`config.mk`:
```
export PLATFORM = sky130hd
export DESIGN_NAME = accel_position_integrator_flat
export DESIGN_NICKNAME = d
export VERILOG_FILES = /design/src/rtl/api_pkg.sv /design/src/rtl/api_if.sv /design/src/rtl/api_dpath.sv /design/src/rtl/accel_position_integrator.sv /design/src/flat_wrapper.sv
export SDC_FILE = /design/constraint.sdc
export NUM_CORES = 2
export LEC_CHECK = 0
export BUFFER_PORTS_ARGS = -buffer_cell sky130_fd_sc_hd__clkbuf_2
export CORE_ASPECT_RATIO = 1.4
export CORE_UTILIZATION = 60
export DETAILED_ROUTE_END_ITERATION = 16
export HOLD_SLACK_MARGIN = 0.06
export PLACE_DENSITY = 0.78
export REMOVE_ABC_BUFFERS = 1
export SLEW_MARGIN = 0
export SYNTH_ARGS = -nofsm -noshare
export SYNTH_HDL_FRONTEND = slang
export SYNTH_SLANG_ARGS = --single-unit
```
`constraint.sdc`:
```
create_clock -name clk_i -period 21.2 [get_ports clk_i]
set_clock_uncertainty 0.1 [all_clocks]
set_input_delay 4.24 -clock clk_i [delete_from_list [all_inputs] [get_ports clk_i]]
set_output_delay 4.24 -clock clk_i [all_outputs]
set_load 0.01 [all_outputs]
```
`src/rtl/api_pkg.sv`:
```
package api_pkg;

  localparam int ACC_W    = 16;
  localparam int POS_W    = 32;
  localparam int PERIOD_W = 16;
  localparam logic [PERIOD_W-1:0] PERIOD_RESET = 16'd655;

  localparam int NUM_AXES = 3;
  localparam int AXIS_W   = 2;
  localparam logic [AXIS_W-1:0] AXIS_LAST = AXIS_W'(NUM_AXES - 1);

  // Datapath widths: d = acc - prev, m1 = d*p, dpp = d*p*p, vlp = vel[15:0]*p.
  localparam int D_W        = ACC_W + 1;
  localparam int M1_W       = D_W + PERIOD_W;
  localparam int DPP_W      = M1_W + PERIOD_W;
  localparam int VL_W       = 16;
  localparam int VLP_W      = VL_W + PERIOD_W;
  localparam int V_SHIFT    = 16;
  localparam int L_SHIFT    = 33;
  localparam int VLP_SHIFT  = L_SHIFT - V_SHIFT;
  localparam int L_W        = VLP_W + VLP_SHIFT + 2;

  localparam int STEP_W = 4;

  typedef enum logic [1:0] {
    MS_D,
    MS_PROD,
    MS_VL,
    MS_VH
  } mul_src_e;

  typedef enum logic [1:0] {
    LS_HOLD,
    LS_LOAD,
    LS_ADD
  } lsum_op_e;

  typedef enum logic [2:0] {
    BR_SEQ,
    BR_GOTO,
    BR_IF_CLR,
    BR_LOOP,
    BR_END
  } branch_e;

  typedef struct packed {
    mul_src_e            mul_src;
    logic                ld_prod;
    logic                ld_d;
    logic                wr_prev;
    logic                wr_vel;
    logic                ld_vold;
    lsum_op_e            lsum_op;
    logic                ld_psum;
    logic                wr_pos;
    logic                clr;
    branch_e             branch;
    logic [STEP_W-1:0]   target;
  } ucw_t;

  // Program addresses.
  localparam logic [STEP_W-1:0] ST_ENTRY    = STEP_W'(0);
  localparam logic [STEP_W-1:0] ST_LOAD_D   = STEP_W'(1);
  localparam logic [STEP_W-1:0] ST_MUL_D    = STEP_W'(2);
  localparam logic [STEP_W-1:0] ST_VEL      = STEP_W'(3);
  localparam logic [STEP_W-1:0] ST_LSUM_LD  = STEP_W'(4);
  localparam logic [STEP_W-1:0] ST_LSUM_ADD = STEP_W'(5);
  localparam logic [STEP_W-1:0] ST_PSUM     = STEP_W'(6);
  localparam logic [STEP_W-1:0] ST_POS      = STEP_W'(7);
  localparam logic [STEP_W-1:0] ST_DONE     = STEP_W'(8);
  localparam logic [STEP_W-1:0] ST_CLEAR    = STEP_W'(9);

  localparam ucw_t UCW_NOP = '{
    mul_src: MS_D,
    ld_prod: 1'b0,
    ld_d:    1'b0,
    wr_prev: 1'b0,
    wr_vel:  1'b0,
    ld_vold: 1'b0,
    lsum_op: LS_HOLD,
    ld_psum: 1'b0,
    wr_pos:  1'b0,
    clr:     1'b0,
    branch:  BR_END,
    target:  ST_DONE
  };

  // Control store. The axis loop runs from ST_LOAD_D to ST_POS once per axis.
  function automatic ucw_t api_ucode(input logic [STEP_W-1:0] step);
    ucw_t w;
    w = UCW_NOP;
    unique case (step)
      ST_ENTRY: begin
        w.branch = BR_IF_CLR;
        w.target = ST_CLEAR;
      end
      ST_LOAD_D: begin
        w.ld_d    = 1'b1;
        w.wr_prev = 1'b1;
        w.branch  = BR_SEQ;
      end
      ST_MUL_D: begin
        w.mul_src = MS_D;
        w.ld_prod = 1'b1;
        w.branch  = BR_SEQ;
      end
      ST_VEL: begin
        w.wr_vel  = 1'b1;
        w.ld_vold = 1'b1;
        w.mul_src = MS_PROD;
        w.ld_prod = 1'b1;
        w.branch  = BR_SEQ;
      end
      ST_LSUM_LD: begin
        w.lsum_op = LS_LOAD;
        w.mul_src = MS_VL;
        w.ld_prod = 1'b1;
        w.branch  = BR_SEQ;
      end
      ST_LSUM_ADD: begin
        w.lsum_op = LS_ADD;
        w.mul_src = MS_VH;
        w.ld_prod = 1'b1;
        w.branch  = BR_SEQ;
      end
      ST_PSUM: begin
        w.ld_psum = 1'b1;
        w.branch  = BR_SEQ;
      end
      ST_POS: begin
        w.wr_pos = 1'b1;
        w.branch = BR_LOOP;
        w.target = ST_LOAD_D;
      end
      ST_CLEAR: begin
        w.clr    = 1'b1;
        w.branch = BR_GOTO;
        w.target = ST_DONE;
      end
      default: begin
        w = UCW_NOP;
      end
    endcase
    return w;
  endfunction

endpackage

```
`src/rtl/api_if.sv`:
```
interface api_in_if;
  import api_pkg::*;
  logic                    valid;
  logic                    ready;
  logic                    req_type;
  logic signed [ACC_W-1:0] acc_x;
  logic signed [ACC_W-1:0] acc_y;
  logic signed [ACC_W-1:0] acc_z;
  modport source (output valid, req_type, acc_x, acc_y, acc_z, input ready);
  modport sink   (input valid, req_type, acc_x, acc_y, acc_z, output ready);
endinterface

interface api_out_if;
  import api_pkg::*;
  logic                    valid;
  logic                    ready;
  logic signed [POS_W-1:0] pos_x;
  logic signed [POS_W-1:0] pos_y;
  logic signed [POS_W-1:0] pos_z;
  modport source (output valid, pos_x, pos_y, pos_z, input ready);
  modport sink   (input valid, pos_x, pos_y, pos_z, output ready);
endinterface

interface api_cfg_if;
  import api_pkg::*;
  logic                valid;
  logic                ready;
  logic [PERIOD_W-1:0] sample_period;
  modport source (output valid, sample_period, input ready);
  modport sink   (input valid, sample_period, output ready);
endinterface

```
`src/rtl/api_dpath.sv`:
```
module api_dpath #(
  parameter int STATE_WIDTH = 32
) (
  input  logic                              clk_i,
  input  logic                              rst_ni,
  input  api_pkg::ucw_t                     ctrl_i,
  input  logic [api_pkg::AXIS_W-1:0]        axis_i,
  input  logic                              load_i,
  input  logic signed [api_pkg::ACC_W-1:0]  acc_x_i,
  input  logic signed [api_pkg::ACC_W-1:0]  acc_y_i,
  input  logic signed [api_pkg::ACC_W-1:0]  acc_z_i,
  input  logic [api_pkg::PERIOD_W-1:0]      period_i,
  output logic signed [api_pkg::POS_W-1:0]  pos_x_o,
  output logic signed [api_pkg::POS_W-1:0]  pos_y_o,
  output logic signed [api_pkg::POS_W-1:0]  pos_z_o
);
  import api_pkg::*;

  localparam int SW    = STATE_WIDTH;
  localparam int VhW   = SW - VL_W;
  localparam int MulAW = (VhW > M1_W + 1) ? VhW : M1_W + 1;
  localparam int PW    = MulAW + PERIOD_W + 1;
  localparam int OW    = (SW > POS_W) ? SW : POS_W;

  logic signed [ACC_W-1:0]          acc_q  [NUM_AXES];
  logic signed [ACC_W-1:0]          prev_q [NUM_AXES];
  logic signed [SW-1:0]             vel_q  [NUM_AXES];
  logic signed [SW-1:0]             pos_q  [NUM_AXES];
  logic signed [POS_W-1:0]          pos_sat [NUM_AXES];

  logic signed [D_W-1:0]            d_q;
  logic signed [PW-1:0]             prod_q;
  logic signed [SW-1:0]             vold_q;
  logic signed [L_W-1:0]            lsum_q;
  logic signed [SW:0]               psum_q;

  logic signed [ACC_W-1:0]          acc_cur;
  logic signed [ACC_W-1:0]          prev_cur;
  logic signed [SW-1:0]             vel_cur;
  logic signed [SW-1:0]             pos_cur;

  logic signed [MulAW-1:0]          mul_a;
  logic signed [PERIOD_W:0]         mul_b;
  logic signed [PW-1:0]             mul_p;

  logic signed [M1_W-1:0]           m1;
  logic signed [M1_W-V_SHIFT-1:0]   vq;
  logic                             vfrac;
  logic signed [VhW-1:0]            vh;
  logic signed [SW-1:0]             vhp;
  logic signed [DPP_W-1:0]          dpp;
  logic [VLP_W-1:0]                 vlp;
  logic [SW:0]                      vsum;
  logic [SW:0]                      vtr;
  logic signed [SW-1:0]             vel_new;

  logic signed [L_W-L_SHIFT-1:0]    lq;
  logic                             lfrac;
  logic [SW+1:0]                    ptot;
  logic [SW+1:0]                    ptr;
  logic [2:0]                       ptop;
  logic signed [SW-1:0]             pos_new;

  assign acc_cur  = acc_q[axis_i];
  assign prev_cur = prev_q[axis_i];
  assign vel_cur  = vel_q[axis_i];
  assign pos_cur  = pos_q[axis_i];

  // Views of the product register for the different steps of the program.
  assign m1  = prod_q[M1_W-1:0];
  assign dpp = prod_q[DPP_W-1:0];
  assign vlp = prod_q[VLP_W-1:0];
  assign vhp = prod_q[SW-1:0];
  assign vh  = vold_q[SW-1:VL_W];

  always_comb begin
    unique case (ctrl_i.mul_src)
      MS_D:    mul_a = MulAW'(d_q);
      MS_PROD: mul_a = MulAW'(m1);
      MS_VL:   mul_a = MulAW'(vold_q[VL_W-1:0]);
      MS_VH:   mul_a = MulAW'(vh);
      default: mul_a = MulAW'(d_q);
    endcase
  end

  assign mul_b = {1'b0, period_i};
  assign mul_p = mul_a * mul_b;

  // Velocity: vel + d*p/2^16, truncated toward zero, then saturated.
  assign vq    = m1[M1_W-1:V_SHIFT];
  assign vfrac = |m1[V_SHIFT-1:0];
  assign vsum  = (SW+1)'(vel_cur) + (SW+1)'(vq);
  assign vtr   = vsum + (SW+1)'(vfrac & vsum[SW]);
  assign vel_new = (vtr[SW] != vtr[SW-1]) ? {vtr[SW], {(SW-1){~vtr[SW]}}}
                                          : vtr[SW-1:0];

  // Position: the low partial sum carries the fraction below 2^-33.
  assign lq    = lsum_q[L_W-1:L_SHIFT];
  assign lfrac = |lsum_q[L_SHIFT-1:0];
  assign ptot  = (SW+2)'(psum_q) + (SW+2)'(lq);
  assign ptr   = ptot + (SW+2)'(lfrac & ptot[SW+1]);
  assign ptop  = ptr[SW+1:SW-1];
  assign pos_new = (&ptop || ~|ptop) ? ptr[SW-1:0]
                                     : {ptr[SW+1], {(SW-1){~ptr[SW+1]}}};

  always_ff @(posedge clk_i or negedge rst_ni) begin
    if (!rst_ni) begin
      for (int i = 0; i < NUM_AXES; i++) begin
        prev_q[i] <= '0;
        vel_q[i]  <= '0;
        pos_q[i]  <= '0;
      end
    end else if (ctrl_i.clr) begin
      for (int i = 0; i < NUM_AXES; i++) begin
        prev_q[i] <= '0;
        vel_q[i]  <= '0;
        pos_q[i]  <= '0;
      end
    end else begin
      if (ctrl_i.wr_prev) begin
        prev_q[axis_i] <= acc_cur;
      end
      if (ctrl_i.wr_vel) begin
        vel_q[axis_i] <= vel_new;
      end
      if (ctrl_i.wr_pos) begin
        pos_q[axis_i] <= pos_new;
      end
    end
  end

  always_ff @(posedge clk_i) begin
    if (load_i) begin
      acc_q[0] <= acc_x_i;
      acc_q[1] <= acc_y_i;
      acc_q[2] <= acc_z_i;
    end
    if (ctrl_i.ld_d) begin
      d_q <= D_W'(acc_cur) - D_W'(prev_cur);
    end
    if (ctrl_i.ld_prod) begin
      prod_q <= mul_p;
    end
    if (ctrl_i.ld_vold) begin
      vold_q <= vel_cur;
    end
    unique case (ctrl_i.lsum_op)
      LS_LOAD: lsum_q <= L_W'(dpp);
      LS_ADD:  lsum_q <= lsum_q + L_W'({vlp, {VLP_SHIFT{1'b0}}});
      default: lsum_q <= lsum_q;
    endcase
    if (ctrl_i.ld_psum) begin
      psum_q <= (SW+1)'(pos_cur) + (SW+1)'(vhp);
    end
  end

  for (genvar g = 0; g < NUM_AXES; g++) begin : g_sat
    logic signed [OW-1:0]   pe;
    logic [OW-POS_W:0]      hi_bits;
    assign pe      = OW'(pos_q[g]);
    assign hi_bits = pe[OW-1:POS_W-1];
    assign pos_sat[g] = (&hi_bits || ~|hi_bits) ? pe[POS_W-1:0]
                                                : {pe[OW-1], {(POS_W-1){~pe[OW-1]}}};
  end

  assign pos_x_o = pos_sat[0];
  assign pos_y_o = pos_sat[1];
  assign pos_z_o = pos_sat[2];

endmodule

```
`src/rtl/accel_position_integrator.sv`:
```
// Three-axis dead-reckoning integrator.
// Items arrive on in_i: req_type selects integrate (0) or clear (1), with one
// signed acceleration sample per axis. Each item yields exactly one result on
// out_o with the three saturated positions. cfg_i writes the sample period and
// is always ready; the user must write it only while the block is idle.
// The block does not enforce this. An integrate item runs a seven-step
// microprogram per axis on one shared 34x17 multiplier; its result becomes
// valid in the same cycle as in_i is ready again. A clear item skips the
// axis loop and gives an all-zero result.
// The result sits in an output register, so a new item is taken while the
// previous result waits. If the receiver still stalls when the next result is
// ready, the program holds on its last step and in_i stays low until the
// result register is free.
// Reset zeroes velocity, position and previous samples, restores the sample
// period to 655 and leaves both channels idle.
module accel_position_integrator #(
  parameter int STATE_WIDTH = 32
) (
  input logic        clk_i,
  input logic        rst_ni,
  api_cfg_if.sink    cfg_i,
  api_in_if.sink     in_i,
  api_out_if.source  out_o
);
  import api_pkg::*;

  logic                     running_q, running_d;
  logic [STEP_W-1:0]        step_q, step_d;
  logic [AXIS_W-1:0]        axis_q, axis_d;
  logic                     clr_req_q;
  logic [PERIOD_W-1:0]      period_q;
  logic                     out_valid_q;
  logic signed [POS_W-1:0]  pos_x_q, pos_y_q, pos_z_q;
  logic signed [POS_W-1:0]  dp_pos_x, dp_pos_y, dp_pos_z;

  logic                     in_acc;
  logic                     out_load;
  ucw_t                     ucw;
  ucw_t                     dp_ctrl;

  assign in_i.ready  = !running_q;
  assign in_acc      = in_i.valid && !running_q;
  assign cfg_i.ready = 1'b1;

  assign ucw     = api_ucode(step_q);
  assign dp_ctrl = running_q ? ucw : UCW_NOP;

  always_comb begin
    running_d = running_q;
    step_d    = step_q;
    axis_d    = axis_q;
    out_load  = 1'b0;
    if (in_acc) begin
      running_d = 1'b1;
      step_d    = ST_ENTRY;
      axis_d    = '0;
    end else if (running_q) begin
      unique case (ucw.branch)
        BR_SEQ:    step_d = step_q + 1'b1;
        BR_GOTO:   step_d = ucw.target;
        BR_IF_CLR: step_d = clr_req_q ? ucw.target : step_q + 1'b1;
        BR_LOOP: begin
          if (axis_q == AXIS_LAST) begin
            step_d = step_q + 1'b1;
          end else begin
            axis_d = axis_q + 1'b1;
            step_d = ucw.target;
          end
        end
        BR_END: begin
          // Wait here until the result register can take the new positions.
          if (!out_valid_q || out_o.ready) begin
            out_load  = 1'b1;
            running_d = 1'b0;
          end
        end
        default: step_d = step_q;
      endcase
    end
  end

  always_ff @(posedge clk_i or negedge rst_ni) begin
    if (!rst_ni) begin
      running_q   <= 1'b0;
      step_q      <= ST_DONE;
      axis_q      <= '0;
      out_valid_q <= 1'b0;
      period_q    <= PERIOD_RESET;
    end else begin
      running_q <= running_d;
      step_q    <= step_d;
      axis_q    <= axis_d;
      if (out_load) begin
        out_valid_q <= 1'b1;
      end else if (out_o.ready) begin
        out_valid_q <= 1'b0;
      end
      if (cfg_i.valid) begin
        period_q <= cfg_i.sample_period;
      end
    end
  end

  always_ff @(posedge clk_i) begin
    if (in_acc) begin
      clr_req_q <= in_i.req_type;
    end
    if (out_load) begin
      pos_x_q <= dp_pos_x;
      pos_y_q <= dp_pos_y;
      pos_z_q <= dp_pos_z;
    end
  end

  api_dpath #(
    .STATE_WIDTH (STATE_WIDTH)
  ) u_dpath (
    .clk_i    (clk_i),
    .rst_ni   (rst_ni),
    .ctrl_i   (dp_ctrl),
    .axis_i   (axis_q),
    .load_i   (in_acc),
    .acc_x_i  (in_i.acc_x),
    .acc_y_i  (in_i.acc_y),
    .acc_z_i  (in_i.acc_z),
    .period_i (period_q),
    .pos_x_o  (dp_pos_x),
    .pos_y_o  (dp_pos_y),
    .pos_z_o  (dp_pos_z)
  );

  assign out_o.valid = out_valid_q;
  assign out_o.pos_x = pos_x_q;
  assign out_o.pos_y = pos_y_q;
  assign out_o.pos_z = pos_z_q;

endmodule

```
`src/flat_wrapper.sv`:
```
// flat-port wrapper written by rule: the top's interface ports become plain ports
module accel_position_integrator_flat import api_pkg::*;
#(
  parameter int STATE_WIDTH = 32
)
  (clk_i, rst_ni, cfg_i_valid, cfg_i_sample_period, cfg_i_ready, in_i_valid, in_i_req_type, in_i_acc_x, in_i_acc_y, in_i_acc_z, in_i_ready, out_o_valid, out_o_pos_x, out_o_pos_y, out_o_pos_z, out_o_ready);
  api_cfg_if cfg_i_i ();
  api_in_if in_i_i ();
  api_out_if out_o_i ();
  input logic clk_i;
  input logic rst_ni;
  input wire logic [$bits(cfg_i_i.valid)-1:0] cfg_i_valid;
  input wire logic [$bits(cfg_i_i.sample_period)-1:0] cfg_i_sample_period;
  output wire logic [$bits(cfg_i_i.ready)-1:0] cfg_i_ready;
  input wire logic [$bits(in_i_i.valid)-1:0] in_i_valid;
  input wire logic [$bits(in_i_i.req_type)-1:0] in_i_req_type;
  input wire logic [$bits(in_i_i.acc_x)-1:0] in_i_acc_x;
  input wire logic [$bits(in_i_i.acc_y)-1:0] in_i_acc_y;
  input wire logic [$bits(in_i_i.acc_z)-1:0] in_i_acc_z;
  output wire logic [$bits(in_i_i.ready)-1:0] in_i_ready;
  output wire logic [$bits(out_o_i.valid)-1:0] out_o_valid;
  output wire logic [$bits(out_o_i.pos_x)-1:0] out_o_pos_x;
  output wire logic [$bits(out_o_i.pos_y)-1:0] out_o_pos_y;
  output wire logic [$bits(out_o_i.pos_z)-1:0] out_o_pos_z;
  input wire logic [$bits(out_o_i.ready)-1:0] out_o_ready;
  assign cfg_i_i.valid = cfg_i_valid;
  assign cfg_i_i.sample_period = cfg_i_sample_period;
  assign cfg_i_ready = cfg_i_i.ready;
  assign in_i_i.valid = in_i_valid;
  assign in_i_i.req_type = in_i_req_type;
  assign in_i_i.acc_x = in_i_acc_x;
  assign in_i_i.acc_y = in_i_acc_y;
  assign in_i_i.acc_z = in_i_acc_z;
  assign in_i_ready = in_i_i.ready;
  assign out_o_valid = out_o_i.valid;
  assign out_o_pos_x = out_o_i.pos_x;
  assign out_o_pos_y = out_o_i.pos_y;
  assign out_o_pos_z = out_o_i.pos_z;
  assign out_o_i.ready = out_o_ready;
  accel_position_integrator #(.STATE_WIDTH(STATE_WIDTH)) u_core (.clk_i(clk_i), .rst_ni(rst_ni), .cfg_i(cfg_i_i), .in_i(in_i_i), .out_o(out_o_i));
endmodule
```
==> run summary <==
TritonCTS clock tree: yes
Avg Synthesized Cell Area: 9.89 um2
1st-iter DRT viols: 2812
post_cts resized: 0
Ports: 169
H-tree lvl count: 2
top_reg_cell synth: edfxtp_1
period utilization: 53.5%
Final Net Count: 6067
maximum clock frequency: 88.1 MHz
number of max-cap violations: 0
Clock Root Buffer: clkbuf_16
Final Max Tran Viols: 0
Slowest-stage cell, CP: a21oi_2
crit path DAT: 11.59 ns
crit path buf inv count: 4
drt first pass iters: 7
GRT Total Usage: 32.7%
# rows: 125
Slew headroom: 17.0%
sequential share of the synthesized area: 32.3%
critical path required time: 21.44 ns
Slew @ Worst Pin: 1.24 ns
CP startpoint kind: flip-flop
CTS Sinks: 591
initial antenna violation count: 2
via density per instance: 6.12
clock transition at the registers of the reported paths: 0.07 ns
Syn Std Cell Area: 0.0508 mm2
Buffers on Ports: 167
Synth cell types: 100
number of synthesized flops with an enable pin: 327
Most common cell on crit path: fa_1
die area: 0.0859 mm2
Top delay family on crit path: compound AO/OA/AOI/OAI gates
Wirelength per Cell: 21.6 um
pin count of the biggest net entering global routing: 161
critical path class: flip-flop to flip-flop
Antenna Violating Nets Remaining: 0
Overflow after GRT: 0
Synth Warn #: 0
clock period minus worst slack: 11.35 ns
top fanout value on the critical path: 20
status: completed
vias in the first global route: 40400
Clock Latency Late Sink: 0.67 ns
# DRC: 0
Async SR Flop Fraction: 44.7%
CP endpoint kind: flip-flop
Inserted Clock Buffers: 55
core box area: 0.0834 mm2
TNS Setup: 0 ns
post-CTS setup buffer count: 0
Die W: 248 um
final hold viol count: 0
Chip Height: 346 um
Vias: 38800
HP Class: flip-flop to flip-flop
synthesis-stage register bit count: 591
hold_buf cts: 0
setup violators final: 0
drt total wl: 137000 um
layout cells sized above 1: 8.62%
RSZ-0062 raised after global routing: no
Mapped Cells: 5141
max incr delay on CP: 0.81 ns
Clock Path Buffers: 3
P&R area growth vs syn: 7.69%
global-route wire length before repair: 217000 um
starting density of the core: 61.0%
routability cong.: 0.970
Post-DP HPWL: 104000 um
kinds of logic (layout without fill, tap and decap cells):
group | Yosys count | after routing | synth area share (%)
AO/OA/AOI/OAI | 1018 | 1018 | 13.4
other | 1 | 2 | 0.00738
XOR/XNOR | 193 | 193 | 3.33
buffers and inverters | 897 | 1023 | 6.77
flip-flops | 591 | 591 | 32.3
AND/OR/NAND/NOR | 1523 | 1523 | 14.7
adder cells (fa/ha/maj) | 777 | 777 | 26.6
multiplexers | 141 | 141 | 2.88
layout make-up:
cell class                 count  area [um2]
sequential                   591       16400
inverter                     673        2530
tap                         1079        1350
antenna                        1        2.50
timing repair buffer         246        1450
fill                        6569       28600
clock inverter                42         524
clock buffer                  62        1420
multi-input combinational   3653       31000
cells in the mapped netlist (all sizes together) (31+ instances only):
master	instances	share of area, %
mux2i	100	2.0
nor4	31	0.44
a31oi	31	0.38
nand2	646	4.8
and2	253	3.1
buf	40	0.43
dfrtp	257	13
mux2	41	0.91
xnor2	140	2.4
ha	274	6.7
nor3	73	0.83
edfxtp	327	19
and3	44	0.54
fa	503	20
nor2	215	1.6
inv	672	5.0
o21ai	276	2.7
nand3	69	0.68
a21oi	214	2.1
o21a	34	0.50
nor2b	37	0.46
a22o	131	2.3
clkbuf	184	1.4
xor2	53	0.91
a21o	92	1.4
worst register-to-register path: cells and delay by family, from the launching register on:
kind | cells | cell delay, ns
compound gates | 11 | 4.46
fa+ha+maj | 7 | 2.78
simple gates | 7 | 2.52
flops | 1 | 0.57
buf+inv | 4 | 0.49
xor+xnor | 1 | 0.16
metrics by stage:
step	hold slack [ns]	area [um2]	utilization (%)	cells	worst slack [ns]
4_1_cts	0.371	54700	65.6	6346	9.91
2_1_floorplan	0.346	49900	-	4917	7.21
3_5_place_dp	0.357	52800	63.3	6242	9.99
5_1_grt	0.389	54700	65.7	6347	9.16
3_3_place_gp	0.355	52800	63.3	6242	10.35
6_report	0.379	54700	65.7	6347	9.85
cells in the final DEF (no fill, tap or decap), types with 25 or more instances in the layout:
master | Yosys | layout
and2_1 | 253 | 253
nand3_1 | 69 | 69
o21a_1 | 34 | 34
nand2_1 | 646 | 646
buf_4 | 6 | 78
clkbuf_16 | 0 | 55
fa_1 | 503 | 503
a31oi_1 | 31 | 31
mux2_2 | 41 | 41
nor3_1 | 67 | 63
xor2_1 | 53 | 53
nor2_1 | 215 | 214
a22o_1 | 131 | 131
inv_1 | 672 | 671
or3_1 | 26 | 26
a21o_1 | 92 | 92
nand4_1 | 28 | 28
mux2i_1 | 100 | 100
xnor2_1 | 140 | 140
nor4_1 | 28 | 28
edfxtp_1 | 327 | 327
a21oi_1 | 211 | 206
a211oi_1 | 26 | 26
o21ai_0 | 262 | 262
ha_1 | 274 | 273
and3_1 | 44 | 44
nand2b_1 | 25 | 25
nor2b_1 | 37 | 37
dfrtp_1 | 257 | 255
clkbuf_2 | 2 | 166
worst paths after layout:
| check | slack [ns] | to | startpoint | depth (start not counted) |
|---|---|---|---|---|
| worst max-delay path | 9.85 | u_core.u_dpath.prod_q[48]$_DFFE_PP_ | u_core.running_q$_DFF_PN0_ | 30 |
| worst min-delay path | 0.38 | u_core.out_o.pos_z[24]$_DFFE_PP_ | u_core.u_dpath.pos_z_o[24]$_DFFE_PN0P_ | 0 |
| worst max register to register | 9.85 | u_core.u_dpath.prod_q[48]$_DFFE_PP_ | u_core.running_q$_DFF_PN0_ | 30 |
| worst min register to register | 0.38 | u_core.out_o.pos_z[24]$_DFFE_PP_ | u_core.u_dpath.pos_z_o[24]$_DFFE_PN0P_ | 0 |
| max in group asynchronous | 15.98 | u_core.axis_q[1]$_DFFE_PN0P_ | rst_ni | 2 |
| min in group asynchronous | 3.54 | u_core.period_q[4]$_DFFE_PN0P_ | rst_ni | 1 |
metal layers:
| metal | vias to the layer above | track usage, % | wire length (um) | part of all wire (%) |
|---|---|---|---|---|
| li1 | 17500 | - | - | - |
| met1 | 19400 | 39.0 | 50400 | 37 |
| met2 | 1464 | 56.7 | 69800 | 51 |
| met3 | 422 | 3.83 | 8510 | 6.2 |
| met4 | 2 | 18.4 | 8340 | 6.1 |
| met5 | - | 0 | 11 | 0.0080 |
flip-flops by register name (all words and copies together), names as in the netlist, 33 cells and up:
register	cells
u_core.u_dpath.prev_q	48
u_core.u_dpath.psum_q	33
u_core.u_dpath.acc_q	48
u_core.u_dpath.vel_q	96
u_core.u_dpath.lsum_q	51
u_core.u_dpath.prod_q	49
Power is left out: the tool's default activity adds up to more than one toggle a clock period on the data nets, which glitch-free logic cannot reach.
